<file path="src/rtl/core/ppt_pkg.sv">
// Shared types, constants and helpers for the point-in-polygon ray casting block.
package ppt_pkg;

  // Fixed field widths
  localparam int COORD_BITS       = 16;
  localparam int DIFF_BITS        = COORD_BITS + 1;
  localparam int INDEX_BITS       = 4;
  localparam int VCOUNT_BITS      = 5;
  localparam int COUNT_OUT_BITS   = 5;
  localparam int MIN_VERTICES     = 3;
  localparam int MAX_VERTICES_DEF = 16;

  // Opcodes of an input transaction
  localparam logic OP_LOAD = 1'b0;
  localparam logic OP_TEST = 1'b1;

  typedef struct packed {
    logic                         op;
    logic [INDEX_BITS-1:0]        vertex_index;
    logic signed [COORD_BITS-1:0] coord_x;
    logic signed [COORD_BITS-1:0] coord_y;
  } in_item_t;

  typedef struct packed {
    logic                      inside_res;
    logic [COUNT_OUT_BITS-1:0] crossing_count;
  } out_item_t;

  typedef enum logic {
    KIND_LOAD,
    KIND_QUERY
  } kind_t;

  typedef struct packed {
    kind_t                        kind;
    logic [INDEX_BITS-1:0]        vertex_index;
    logic signed [COORD_BITS-1:0] x;
    logic signed [COORD_BITS-1:0] y;
  } queue_item_t;

  typedef enum logic [1:0] {
    ORI_ZERO,
    ORI_POS,
    ORI_NEG
  } orient_t;

  typedef struct packed {
    logic valid;
    logic last;
  } edge_ctl_t;

  typedef enum logic [1:0] {
    BK_IDLE,
    BK_WALK,
    BK_DRAIN
  } back_state_t;

  // Orientation code from the sign of a difference
  function automatic orient_t orient_of(input logic signed [DIFF_BITS-1:0] v);
    orient_t o;
    priority if (v == '0) begin
      o = ORI_ZERO;
    end else if (v[DIFF_BITS-1]) begin
      o = ORI_NEG;
    end else begin
      o = ORI_POS;
    end
    return o;
  endfunction

  // Horizontal edge: sign of dx * (by - py), with pyb = py - by
  function automatic orient_t orient_hz(input logic signed [DIFF_BITS-1:0] dx,
                                        input logic signed [DIFF_BITS-1:0] pyb);
    orient_t o;
    priority if (dx == '0 || pyb == '0) begin
      o = ORI_ZERO;
    end else if (dx[DIFF_BITS-1] ^ pyb[DIFF_BITS-1]) begin
      o = ORI_POS;
    end else begin
      o = ORI_NEG;
    end
    return o;
  endfunction

endpackage

</file>
<file path="src/rtl/core/ppt_front.sv">
// Front end: accepts transactions, classifies them and queues them for the back end.
module ppt_front #(
  parameter int MAX_VERTICES = ppt_pkg::MAX_VERTICES_DEF
) (
  input  logic                 clk,
  input  logic                 rst,
  input  logic                 start,
  input  ppt_pkg::in_item_t    item,
  input  logic                 pop,
  output logic                 busy,
  output logic                 q_valid,
  output ppt_pkg::queue_item_t q_item
);

  ppt_pkg::queue_item_t q_mem [2];
  logic                 wr_ptr;
  logic                 rd_ptr;
  logic [1:0]           q_count;
  logic                 keep;
  logic                 push;
  logic                 do_pop;
  ppt_pkg::queue_item_t cls;

  // Loads to slots beyond the store are dropped here
  assign keep = (item.op == ppt_pkg::OP_TEST) || (int'(item.vertex_index) < MAX_VERTICES);

  always_comb begin
    cls.kind         = (item.op == ppt_pkg::OP_TEST) ? ppt_pkg::KIND_QUERY : ppt_pkg::KIND_LOAD;
    cls.vertex_index = item.vertex_index;
    cls.x            = item.coord_x;
    cls.y            = item.coord_y;
  end

  assign busy    = (q_count == 2'd2);
  assign push    = start && !busy && keep;
  assign q_valid = (q_count != 2'd0);
  assign do_pop  = pop && q_valid;
  assign q_item  = q_mem[rd_ptr];

  // Queue payload
  always_ff @(posedge clk) begin
    if (push) begin
      q_mem[wr_ptr] <= cls;
    end
  end

  // Queue pointers and fill level
  always_ff @(posedge clk) begin
    if (rst) begin
      wr_ptr  <= 1'b0;
      rd_ptr  <= 1'b0;
      q_count <= 2'd0;
    end else begin
      if (push) begin
        wr_ptr <= ~wr_ptr;
      end
      if (do_pop) begin
        rd_ptr <= ~rd_ptr;
      end
      q_count <= q_count + 2'(push) - 2'(do_pop);
    end
  end

endmodule

</file>
<file path="src/rtl/core/ppt_edge.sv">
// Edge test pipeline: one polygon edge per cycle, crossing flag registered through stages 2 and 3.
module ppt_edge (
  input  logic                                  clk,
  input  logic                                  rst,
  input  ppt_pkg::edge_ctl_t                    ctl_in,
  input  logic signed [ppt_pkg::COORD_BITS-1:0] px,
  input  logic signed [ppt_pkg::COORD_BITS-1:0] py,
  input  logic signed [ppt_pkg::COORD_BITS-1:0] ax,
  input  logic signed [ppt_pkg::COORD_BITS-1:0] ay,
  input  logic signed [ppt_pkg::COORD_BITS-1:0] bx,
  input  logic signed [ppt_pkg::COORD_BITS-1:0] by,
  output ppt_pkg::edge_ctl_t                    ctl_out,
  output logic                                  crossed
);

  localparam int D = ppt_pkg::DIFF_BITS;

  logic signed [D-1:0]   dx, dy, pxb, pyb, pya;
  ppt_pkg::edge_ctl_t    s2_ctl, s3_ctl;
  logic signed [D-1:0]   s2_dx, s2_dy, s2_pxb, s2_pyb;
  ppt_pkg::orient_t      s2_o1, s2_o2, s2_o4;
  logic signed [2*D-1:0] s3_p1, s3_p2;
  ppt_pkg::orient_t      s3_o1, s3_o2, s3_o4, o3;

  // Differences
  assign dx  = D'(bx) - D'(ax);
  assign dy  = D'(by) - D'(ay);
  assign pxb = D'(px) - D'(bx);
  assign pyb = D'(py) - D'(by);
  assign pya = D'(py) - D'(ay);

  // Stage 2: differences and the three cheap orientations
  always_ff @(posedge clk) begin
    s2_dx  <= dx;
    s2_dy  <= dy;
    s2_pxb <= pxb;
    s2_pyb <= pyb;
    s2_o1  <= ppt_pkg::orient_of(pya);
    s2_o2  <= ppt_pkg::orient_of(pyb);
    s2_o4  <= (dy != '0) ? ppt_pkg::orient_of(dy) : ppt_pkg::orient_hz(dx, pyb);
  end

  // Stage 3: cross product terms
  always_ff @(posedge clk) begin
    s3_p1 <= s2_dy * s2_pxb;
    s3_p2 <= s2_dx * s2_pyb;
    s3_o1 <= s2_o1;
    s3_o2 <= s2_o2;
    s3_o4 <= s2_o4;
  end

  always_ff @(posedge clk) begin
    if (rst) begin
      s2_ctl <= '0;
      s3_ctl <= '0;
    end else begin
      s2_ctl <= ctl_in;
      s3_ctl <= s2_ctl;
    end
  end

  // Orientation of the point against the edge, then the crossing rule
  always_comb begin
    priority if (s3_p1 > s3_p2) begin
      o3 = ppt_pkg::ORI_POS;
    end else if (s3_p1 < s3_p2) begin
      o3 = ppt_pkg::ORI_NEG;
    end else begin
      o3 = ppt_pkg::ORI_ZERO;
    end
  end

  assign crossed = (s3_o1 != s3_o2) && (o3 != s3_o4);
  assign ctl_out = s3_ctl;

endmodule

</file>
<file path="src/rtl/core/ppt_back.sv">
// Back end: vertex store, edge walk sequencer and crossing counter.
module ppt_back #(
  parameter int MAX_VERTICES = ppt_pkg::MAX_VERTICES_DEF
) (
  input  logic                               clk,
  input  logic                               rst,
  input  logic                               q_valid,
  input  ppt_pkg::queue_item_t               q_item,
  input  logic [ppt_pkg::VCOUNT_BITS-1:0]    vertex_count,
  output logic                               pop,
  output logic                               done,
  output ppt_pkg::out_item_t                 result
);

  localparam int AW = $clog2(MAX_VERTICES);
  localparam int NW = $clog2(MAX_VERTICES + 1);
  localparam int C  = ppt_pkg::COORD_BITS;

  logic signed [C-1:0]  mem_x [MAX_VERTICES];
  logic signed [C-1:0]  mem_y [MAX_VERTICES];

  ppt_pkg::back_state_t state, state_next;
  logic [NW-1:0]        k, n, n_sat, count, count_total;
  logic signed [C-1:0]  px, py, ax, ay, rx, ry;
  logic                 s1_valid, s1_first, s1_last;
  logic                 issue, begin_walk, short_emit, mem_we;
  logic [AW-1:0]        rd_addr;
  ppt_pkg::edge_ctl_t   e_in, e_out;
  logic                 crossed;

  // Vertex count clipped to the store size
  assign n_sat = (int'(vertex_count) > MAX_VERTICES) ? NW'(MAX_VERTICES) : NW'(vertex_count);

  // Sequencer state
  always_ff @(posedge clk) begin
    if (rst) begin
      state <= ppt_pkg::BK_IDLE;
    end else begin
      state <= state_next;
    end
  end

  always_comb begin
    state_next = state;
    pop        = 1'b0;
    issue      = 1'b0;
    begin_walk = 1'b0;
    short_emit = 1'b0;
    mem_we     = 1'b0;
    unique case (state)
      ppt_pkg::BK_IDLE: begin
        if (q_valid) begin
          pop = 1'b1;
          if (q_item.kind == ppt_pkg::KIND_QUERY) begin
            if (int'(n_sat) < ppt_pkg::MIN_VERTICES) begin
              short_emit = 1'b1;
            end else begin
              begin_walk = 1'b1;
              state_next = ppt_pkg::BK_WALK;
            end
          end else begin
            mem_we = 1'b1;
          end
        end
      end
      ppt_pkg::BK_WALK: begin
        issue = 1'b1;
        if (k == n) begin
          state_next = ppt_pkg::BK_DRAIN;
        end
      end
      ppt_pkg::BK_DRAIN: begin
        if (e_out.valid && e_out.last) begin
          state_next = ppt_pkg::BK_IDLE;
        end
      end
      default: begin
        state_next = ppt_pkg::BK_IDLE;
      end
    endcase
  end

  // Vertex store; the closing edge reads vertex 0 again
  assign rd_addr = (k == n) ? '0 : k[AW-1:0];

  always_ff @(posedge clk) begin
    if (mem_we) begin
      mem_x[AW'(q_item.vertex_index)] <= q_item.x;
      mem_y[AW'(q_item.vertex_index)] <= q_item.y;
    end
    rx <= mem_x[rd_addr];
    ry <= mem_y[rd_addr];
  end

  // Query point, walk counter and previous vertex
  always_ff @(posedge clk) begin
    if (begin_walk) begin
      px <= q_item.x;
      py <= q_item.y;
      n  <= n_sat;
      k  <= '0;
    end else if (issue) begin
      k <= k + NW'(1);
    end
    if (s1_valid) begin
      ax <= rx;
      ay <= ry;
    end
  end

  always_ff @(posedge clk) begin
    if (rst) begin
      s1_valid <= 1'b0;
      s1_first <= 1'b0;
      s1_last  <= 1'b0;
    end else begin
      s1_valid <= issue;
      s1_first <= issue && (k == '0);
      s1_last  <= issue && (k == n);
    end
  end

  // First vertex read only primes the previous-vertex register
  assign e_in.valid = s1_valid && !s1_first;
  assign e_in.last  = s1_last;

  ppt_edge u_edge (
    .clk     (clk),
    .rst     (rst),
    .ctl_in  (e_in),
    .px      (px),
    .py      (py),
    .ax      (ax),
    .ay      (ay),
    .bx      (rx),
    .by      (ry),
    .ctl_out (e_out),
    .crossed (crossed)
  );

  // Crossing counter
  assign count_total = count + NW'(e_out.valid && crossed);

  always_ff @(posedge clk) begin
    if (begin_walk) begin
      count <= '0;
    end else if (e_out.valid) begin
      count <= count_total;
    end
  end

  // Result strobe
  always_ff @(posedge clk) begin
    if (rst) begin
      done <= 1'b0;
    end else begin
      done <= short_emit || (e_out.valid && e_out.last);
    end
  end

  always_ff @(posedge clk) begin
    if (short_emit) begin
      result <= '0;
    end else if (e_out.valid && e_out.last) begin
      result.inside_res     <= count_total[0];
      result.crossing_count <= ppt_pkg::COUNT_OUT_BITS'(count_total);
    end
  end

endmodule

</file>
<file path="src/rtl/core/point_in_polygon_test_top.sv">
// Top level of the point-in-polygon ray casting block.
// A query with n >= 3 vertices walks the edges before done; below that it is answered with a zero result.
// Throughput: a query walks one edge per cycle through the single store read port,
// and the back end takes no new item until the query has drained; a vertex load is written as it is popped.
// A two-entry queue lets start be taken while a query runs; results are never held off.
// Synchronous reset clears vertex_count, the queue and all control; the store is not cleared.
module point_in_polygon_test_top #(
  parameter int MAX_VERTICES = ppt_pkg::MAX_VERTICES_DEF
) (
  input  logic                            clk,
  input  logic                            rst,
  input  logic                            start,
  output logic                            busy,
  input  ppt_pkg::in_item_t               item,
  input  logic                            cfg_we,
  input  logic [ppt_pkg::VCOUNT_BITS-1:0] cfg_data,
  output logic                            done,
  output ppt_pkg::out_item_t              result
);

  logic [ppt_pkg::VCOUNT_BITS-1:0] vertex_count;
  logic                            q_valid;
  logic                            pop;
  ppt_pkg::queue_item_t            q_item;

  // Configuration register
  always_ff @(posedge clk) begin
    if (rst) begin
      vertex_count <= '0;
    end else if (cfg_we) begin
      vertex_count <= cfg_data;
    end
  end

  ppt_front #(
    .MAX_VERTICES (MAX_VERTICES)
  ) u_front (
    .clk     (clk),
    .rst     (rst),
    .start   (start),
    .item    (item),
    .pop     (pop),
    .busy    (busy),
    .q_valid (q_valid),
    .q_item  (q_item)
  );

  ppt_back #(
    .MAX_VERTICES (MAX_VERTICES)
  ) u_back (
    .clk          (clk),
    .rst          (rst),
    .q_valid      (q_valid),
    .q_item       (q_item),
    .vertex_count (vertex_count),
    .pop          (pop),
    .done         (done),
    .result       (result)
  );

endmodule
</file>
<file path="config.mk">
export PLATFORM = sky130hd
export DESIGN_NAME = point_in_polygon_test_top
export DESIGN_NICKNAME = d
export VERILOG_FILES = /design/src/rtl/core/ppt_pkg.sv /design/src/rtl/core/ppt_front.sv /design/src/rtl/core/ppt_edge.sv /design/src/rtl/core/ppt_back.sv /design/src/rtl/core/point_in_polygon_test_top.sv
export SDC_FILE = /design/constraint.sdc
export NUM_CORES = 2
export LEC_CHECK = 0
export BUFFER_PORTS_ARGS = -buffer_cell sky130_fd_sc_hd__buf_2
export CORE_MARGIN = 5
export CORE_UTILIZATION = 55
export CTS_BUF_LIST = sky130_fd_sc_hd__clkbuf_4
export DETAILED_ROUTE_END_ITERATION = 8
export PLACE_DENSITY_LB_ADDON = 0.08
export SYNTH_ARGS = -nofsm -noshare
export SYNTH_HDL_FRONTEND = slang
export SYNTH_HIERARCHICAL = 1
export SYNTH_SLANG_ARGS = --single-unit
</file>
<file path="constraint.sdc">
create_clock -name clk -period 11.4 [get_ports clk]
set_input_delay 0.57 -clock clk [delete_from_list [all_inputs] [get_ports clk]]
set_output_delay 0.57 -clock clk [all_outputs]
set_load 0.02 [all_outputs]
</file>
Word-level counts from Yosys, hierarchy flattened:

Memories as Yosys holds them, arrays and structs flattened. A register that Yosys moved wholly into a read port is not among the register bits.
Cells that the tools add are included.

* bits of input ports: 46
* RAM bits: 586
* output and inout port bits: 8
* word-level logic and storage cells: 125
* flip-flop bits (word level): 252
* memories: 3

* multipliers: 2
* muxes and demuxes: 38
* equality and inequality tests: 11
* add/subtract/negate cells: 9
* reductions and logical operators: 21
* bitwise logic cells: 3
* order comparisons: 4

Memories
* u_back.mem_x: depth 16, bits a word 16, rd ports 1, clocked after memory_dff 1, write ports 1, line ppt_back.sv:19 `logic signed [C-1:0] mem_x [MAX_VERTICES];`
* u_back.mem_y: depth 16, bits a word 16, rd ports 1, clocked after memory_dff 1, write ports 1, line ppt_back.sv:20 `logic signed [C-1:0] mem_y [MAX_VERTICES];`
* u_front.q_mem: depth 2, bits a word 37, rd ports 1, clocked after memory_dff 1, write ports 1, line ppt_front.sv:15 `ppt_pkg::queue_item_t q_mem [2];`

Operators with widths (number)
* subtractor 16 x 16 -> 17 bit: 5
* zero test 17 bit: 4
* multiplier 17 x 17 -> 34 bit: 2
* > comparator 34 bit: 1
* < comparator 34 bit: 1
* 2-to-1 mux 2 bit: 14
* 2-to-1 mux 1 bit: 21
* nonzero test 17 bit: 1
* logical AND 1 bit: 8
* != test 2 bit (second input constant): 3
* one-hot mux 2 bit (3 select lines): 1
* adder 5 x 1 -> 5 bit: 1
* adder 5 x 1 -> 5 bit (second input constant): 1
* equality test 5 bit: 1
* > comparator 5 bit (second input constant): 1
* zero test 5 bit: 1
* < comparator 5 x 2 -> 1 bit (second input constant): 1
* 2-to-1 mux 5 bit: 1
* AND reduction 5 bit: 1
* equality test 2 bit (second input constant): 2
* 2-to-1 mux 4 bit: 1
* != test 2 x 1 -> 1 bit (second input constant): 2
* != test 2 bit: 2
* adder 2 x 1 -> 2 bit: 1
* other kinds (8): 11

Longest topological paths before layout:

* depth after elaboration: 8
* depth in mapped cells: 26
* mapped depth without buffers: 24

By module:

The synthesis kept the hierarchy.

By module, submodules not included
* ppt_edge: times used 1, area an instance 29592.1 um2, seq. area each 3042.9 um2, cells each 3217
* ppt_back: times used 1, area an instance 26569.2 um2, seq. area each 18507.8 um2, cells each 1947
* ppt_front: times used 1, area an instance 2900.3 um2, seq. area each 2322.2 um2, cells each 141
* point_in_polygon_test_top: times used 1, area an instance 180.2 um2, seq. area each 100.1 um2, cells each 16

Least setup slack after synthesis:

Ideal clock, no wire load.

* path kind: register to register
* start point: register u_back.u_edge.s2_dx[16]
* end point: register u_back.u_edge.s3_p2[32]
* required time: 11.328 ns
* library setup time: 0.072 ns
* path slack: 5.008 ns
* data arrival time: 6.320 ns
* path buffers: 1
* stages on the path, launching flop included: 22
* clock period less this slack: 6.392 ns
* path through: dfxtp_1 -> clkbuf_1 -> nand2_1 -> inv_1 -> fa_1 -> fa_1 -> fa_1 -> fa_1 -> fa_1 -> inv_1 -> fa_1 -> inv_1 -> ha_1 -> and2_1 -> a221o_1 -> a31oi_1 -> nand2b_1 -> a21o_1 -> a311o_1 -> a31o_1 -> a21oi_1 -> xnor2_1

* word-level cells in the longest chain between the ends: 1

RTL lines
* from (decl): line ppt_edge.sv:20 `logic signed [D-1:0] s2_dx, s2_dy, s2_pxb, s2_pyb;`
* from (signal assigned): line ppt_edge.sv:34 `s2_dx <= dx;`
* multiplier 17 x 17 -> 34 bit: line ppt_edge.sv:46 `s3_p2 <= s2_dx * s2_pyb;`
* to (signal assigned): line ppt_edge.sv:46
* to (decl): line ppt_edge.sv:22 `logic signed [2*D-1:0] s3_p1, s3_p2;`

No other way between the ends.
A chain may end at the register's enable or synchronous reset.

Worst setup path in the final report:

* start point: register u_back.u_edge.s2_pyb[2]
* end point: register u_back.u_edge.s3_p2[32]

* word-level cells in the longest chain between the ends: 1

RTL lines
* from (decl): line ppt_edge.sv:20
* from (signal assigned): line ppt_edge.sv:37 `s2_pyb <= pyb;`
* multiplier 17 x 17 -> 34 bit: line ppt_edge.sv:46

No other way between the ends.

==> summary.txt <==
Detailed routing
  • Drt first pass iters: 6
  • Total number of vias: 40910
  • DR WL/cell: roughly 22 um
  • Detail Route Antenna Nets: 0
  • # DRC: 0
  • Detailed-route wire length: around 150000 um
  • 1st-iter DRT viols: 2978
  • Vias per cell: a little under 6

Global route
  • Largest net degree at the start of global routing: around 130
  • Initial antenna violation count: 3
  • First-pass GRT wire length: roughly 240000 um
  • GRT Residual Overflow: 0
  • GRT Total Usage: 0.2694
  • Vias in the first global route: ~42000

Floorplanning
  • Row count: 120
  • Die Ht: between 300 and 400 um
  • Area of the core: between 100000 and 150000 um2
  • Die X: 338.2 um
  • Initial Util: 0.5534
  • Die area: 114400 um2
  • # IOs: 54

Timing
  • Unrepaired setup endpoints after global routing: no
  • Worst setup margin: around 4.5 ns
  • Period utilisation layout: 0.6069
  • Final setup fails: 0
  • Minimum clock period: between 6 and 7 ns
  • Slew Viols, Final: 0
  • Relative slew slack: 0.1696
  • Worst Max-Slew Pin Slew: approximately 1.2 ns
  • FMAX: 144.5 MHz
  • Hold Vio Cnt, Final: 0
  • Setup TNS: 0 ns
  • Clk_skew: 0.09949 ns

Layout
  • Multi-input gate area: ~32000 um2
  • Most frequent cells in the layout: 756 x inv_1, 655 x edfxtp_1, 597 x fa_1
  • Fillers: slightly below 9000
  • Fraction of layout cells with a size suffix above 1: 0.1122
  • Reg area: about 24000 um2
  • Util after Layout: 0.6009
  • Commonest non-fill, non-tap cell in the layout: inv_1
  • # nets final: around 6400
  • Synth-to-Final Area Change: 8.587%
  • Fin cells: approximately 7000

Synthesis
  • EDFF count, synth: approximately 660
  • Fraction of registers with async set/reset: 0
  • Synthesized instance count: between 5000 and 6000
  • Register area share after synthesis: 0.4047
  • Synth cell types: 90
  • YS warnings: 6
  • Syn_nets: approximately 6300
  • Yosys reg bits: 870
  • Top FF cell, synth: edfxtp_1
  • Syn avg cell area: 11.13 um2
  • Mapped Area: 59240 um2

Critical path
  • Crit. End Element: flop
  • Crit. path cell count: 20
  • Crit path kind: flop to flop
  • Slowest CP cell: fa_1
  • Crit path arrival time: ~7.9 ns
  • Worst-path fanout max: 17
  • R2r setup slk: ~4.5 ns
  • Crit-path leading delay family: adder cells
  • Critical Path RT: about 12 ns
  • CP Launch Type: flop
  • Buf+Inv Stages, Crit Path: 3
  • Worst path max stage delay: 0.93 ns
  • CP Cell Sequence: nand2_1, inv_1, fa_1, fa_1, fa_1, fa_1, fa_1, inv_1, fa_1, inv_1, ha_1, and2_1, a221o_1, a31oi_1, nand2b_1, a21o_1, a311o_1, a31o_1, a21oi_1, xnor2_1
  • Critical Path Most Common Cell: fa_1
  • Cell count of the worst reg-to-reg path: 20

Clocking
  • Clock Path Buffers: 3
  • Clk_lat worst skew: approximately 1.1 ns
  • Cts bufs inserted: between 200 and 250
  • Clock Root Buffer: clkbuf_4
  • TritonCTS Sinks: slightly below 900
  • CTS tree: built
  • Post-CTS resize count: 0
  • Clk slew on worst S/H paths: about 0.070 ns
  • CTS H-tree depth: 4

Hold path
  • Hold Path Depth: 2
  • Worst Hold Class: input port to flop

Placed design
  • Port buffer count: 53
  • Placed cells: about 6600
  • Hpwl dp: approximately 100000 um
  • Placer congestion estimate: between 0.8 and 0.9
  • Dpl ws: about 4.5 ns

Outcome
  • Status: finished clean

Flow run
  • Max cap viols: 0
-- worst register-to-register path, stage by stage (launching register included) --
cell,delay [ns]
dfxtp_1,0.72
nand2_1,0.19
inv_1,0.17
fa_1,0.55
fa_1,0.93
fa_1,0.54
fa_1,0.50
fa_1,0.49
inv_1,0.05
fa_1,0.47
inv_1,0.04
ha_1,0.31
and2_1,0.19
a221o_1,0.35
a31oi_1,0.23
nand2b_1,0.10
a21o_1,0.19
a311o_1,0.33
a31o_1,0.21
a21oi_1,0.17
xnor2_1,0.13
-- state kept, by name, indices dropped and copies added, names as in the netlist, 5 cells and up, named ones only --
signal / flops
u_back/ax: 16
u_back/ay: 16
u_back/n: 5
u_back/k: 5
u_back/ry: 16
u_back/u_edge/s2_pyb: 17
u_back/count: 5
vertex_count: 5
u_front/q_mem: 74
u_back/px: 16
u_back/u_edge/s3_p2: 34
u_back/mem_y: 256
u_back/rx: 16
u_back/u_edge/s2_dy: 17
u_back/u_edge/s2_pxb: 17
u_back/py: 16
u_back/u_edge/s2_dx: 17
u_back/result: 5
u_back/mem_x: 256
u_back/u_edge/s3_p1: 34
-- per-stage QoR --
step	instance area, um2	hold slack (ns)
2_1_floorplan	59240	0.3096
3_3_place_gp	60880	0.3165
3_5_place_dp	60880	0.3121
4_1_cts	64310	0.1037
5_1_grt	64330	0.1260
6_report	64330	0.2430
-- per-layer routing --
layer  track usage  part of all wire
met2        0.4699              0.50
met4       0.08778             0.027
met5             0                 0
met1        0.3465              0.40
met3       0.04296             0.066
-- final timing paths --
kind,from,endpoint
max,u_back/u_edge/s2_pyb[2],u_back/u_edge/s3_p2[32]
min,item[13],u_front/q_mem[0][13]
max reg2reg,u_back/u_edge/s2_pyb[2],u_back/u_edge/s3_p2[32]
min reg2reg,u_back/u_edge/s2_o4[0],u_back/u_edge/s3_o4[0]
-- area by class of cell --
type,instances,share of cell area
sequential,870,0.3729
antenna,7,0.0002723
clock buffer,348,0.04061
inverter,761,0.04444
clock inverter,47,0.004376
multi-input combinational,3441,0.4917
tap,1403,0.02729
timing repair buffer,156,0.01844
-- cell usage after synthesis (71+ instances only) --
cell type	n	area (um2)
a221oi_1	95	832.1
mux2_2	101	1137
and2_1	306	1914
and3_1	108	675.7
nand2_1	386	1449
ha_1	290	3628
a21oi_1	236	1181
clkbuf_1	208	780.8
inv_1	758	2845
dfxtp_1	215	4304
o211ai_1	134	1006
xnor2_1	97	849.6
nor2b_1	71	444.2
nand3_1	124	620.6
fa_1	597	11950
o21ai_0	174	870.8
nor2_1	183	686.9
edfxtp_1	655	19670
-- logic make-up after synthesis --
family | count (synthesis) | share of synthesized area
adder cells (fa/ha/maj) | 887 | 0.2630
buffers and inverters | 1010 | 0.06490
XOR/XNOR | 138 | 0.02053
multiplexers | 115 | 0.02177
flip-flops | 870 | 0.4047
AO/OA/AOI/OAI | 937 | 0.1064
AND/OR/NAND/NOR | 1364 | 0.1188
-- what timing repair did --
item / CTS / global route
hold buffers: 54 / 0
hold endpoints to repair: 94 / 0
buffers inserted: 0 / 0
Power is left out: the tool's default activity adds up to more than one toggle a clock period on the data nets, which glitch-free logic cannot reach.
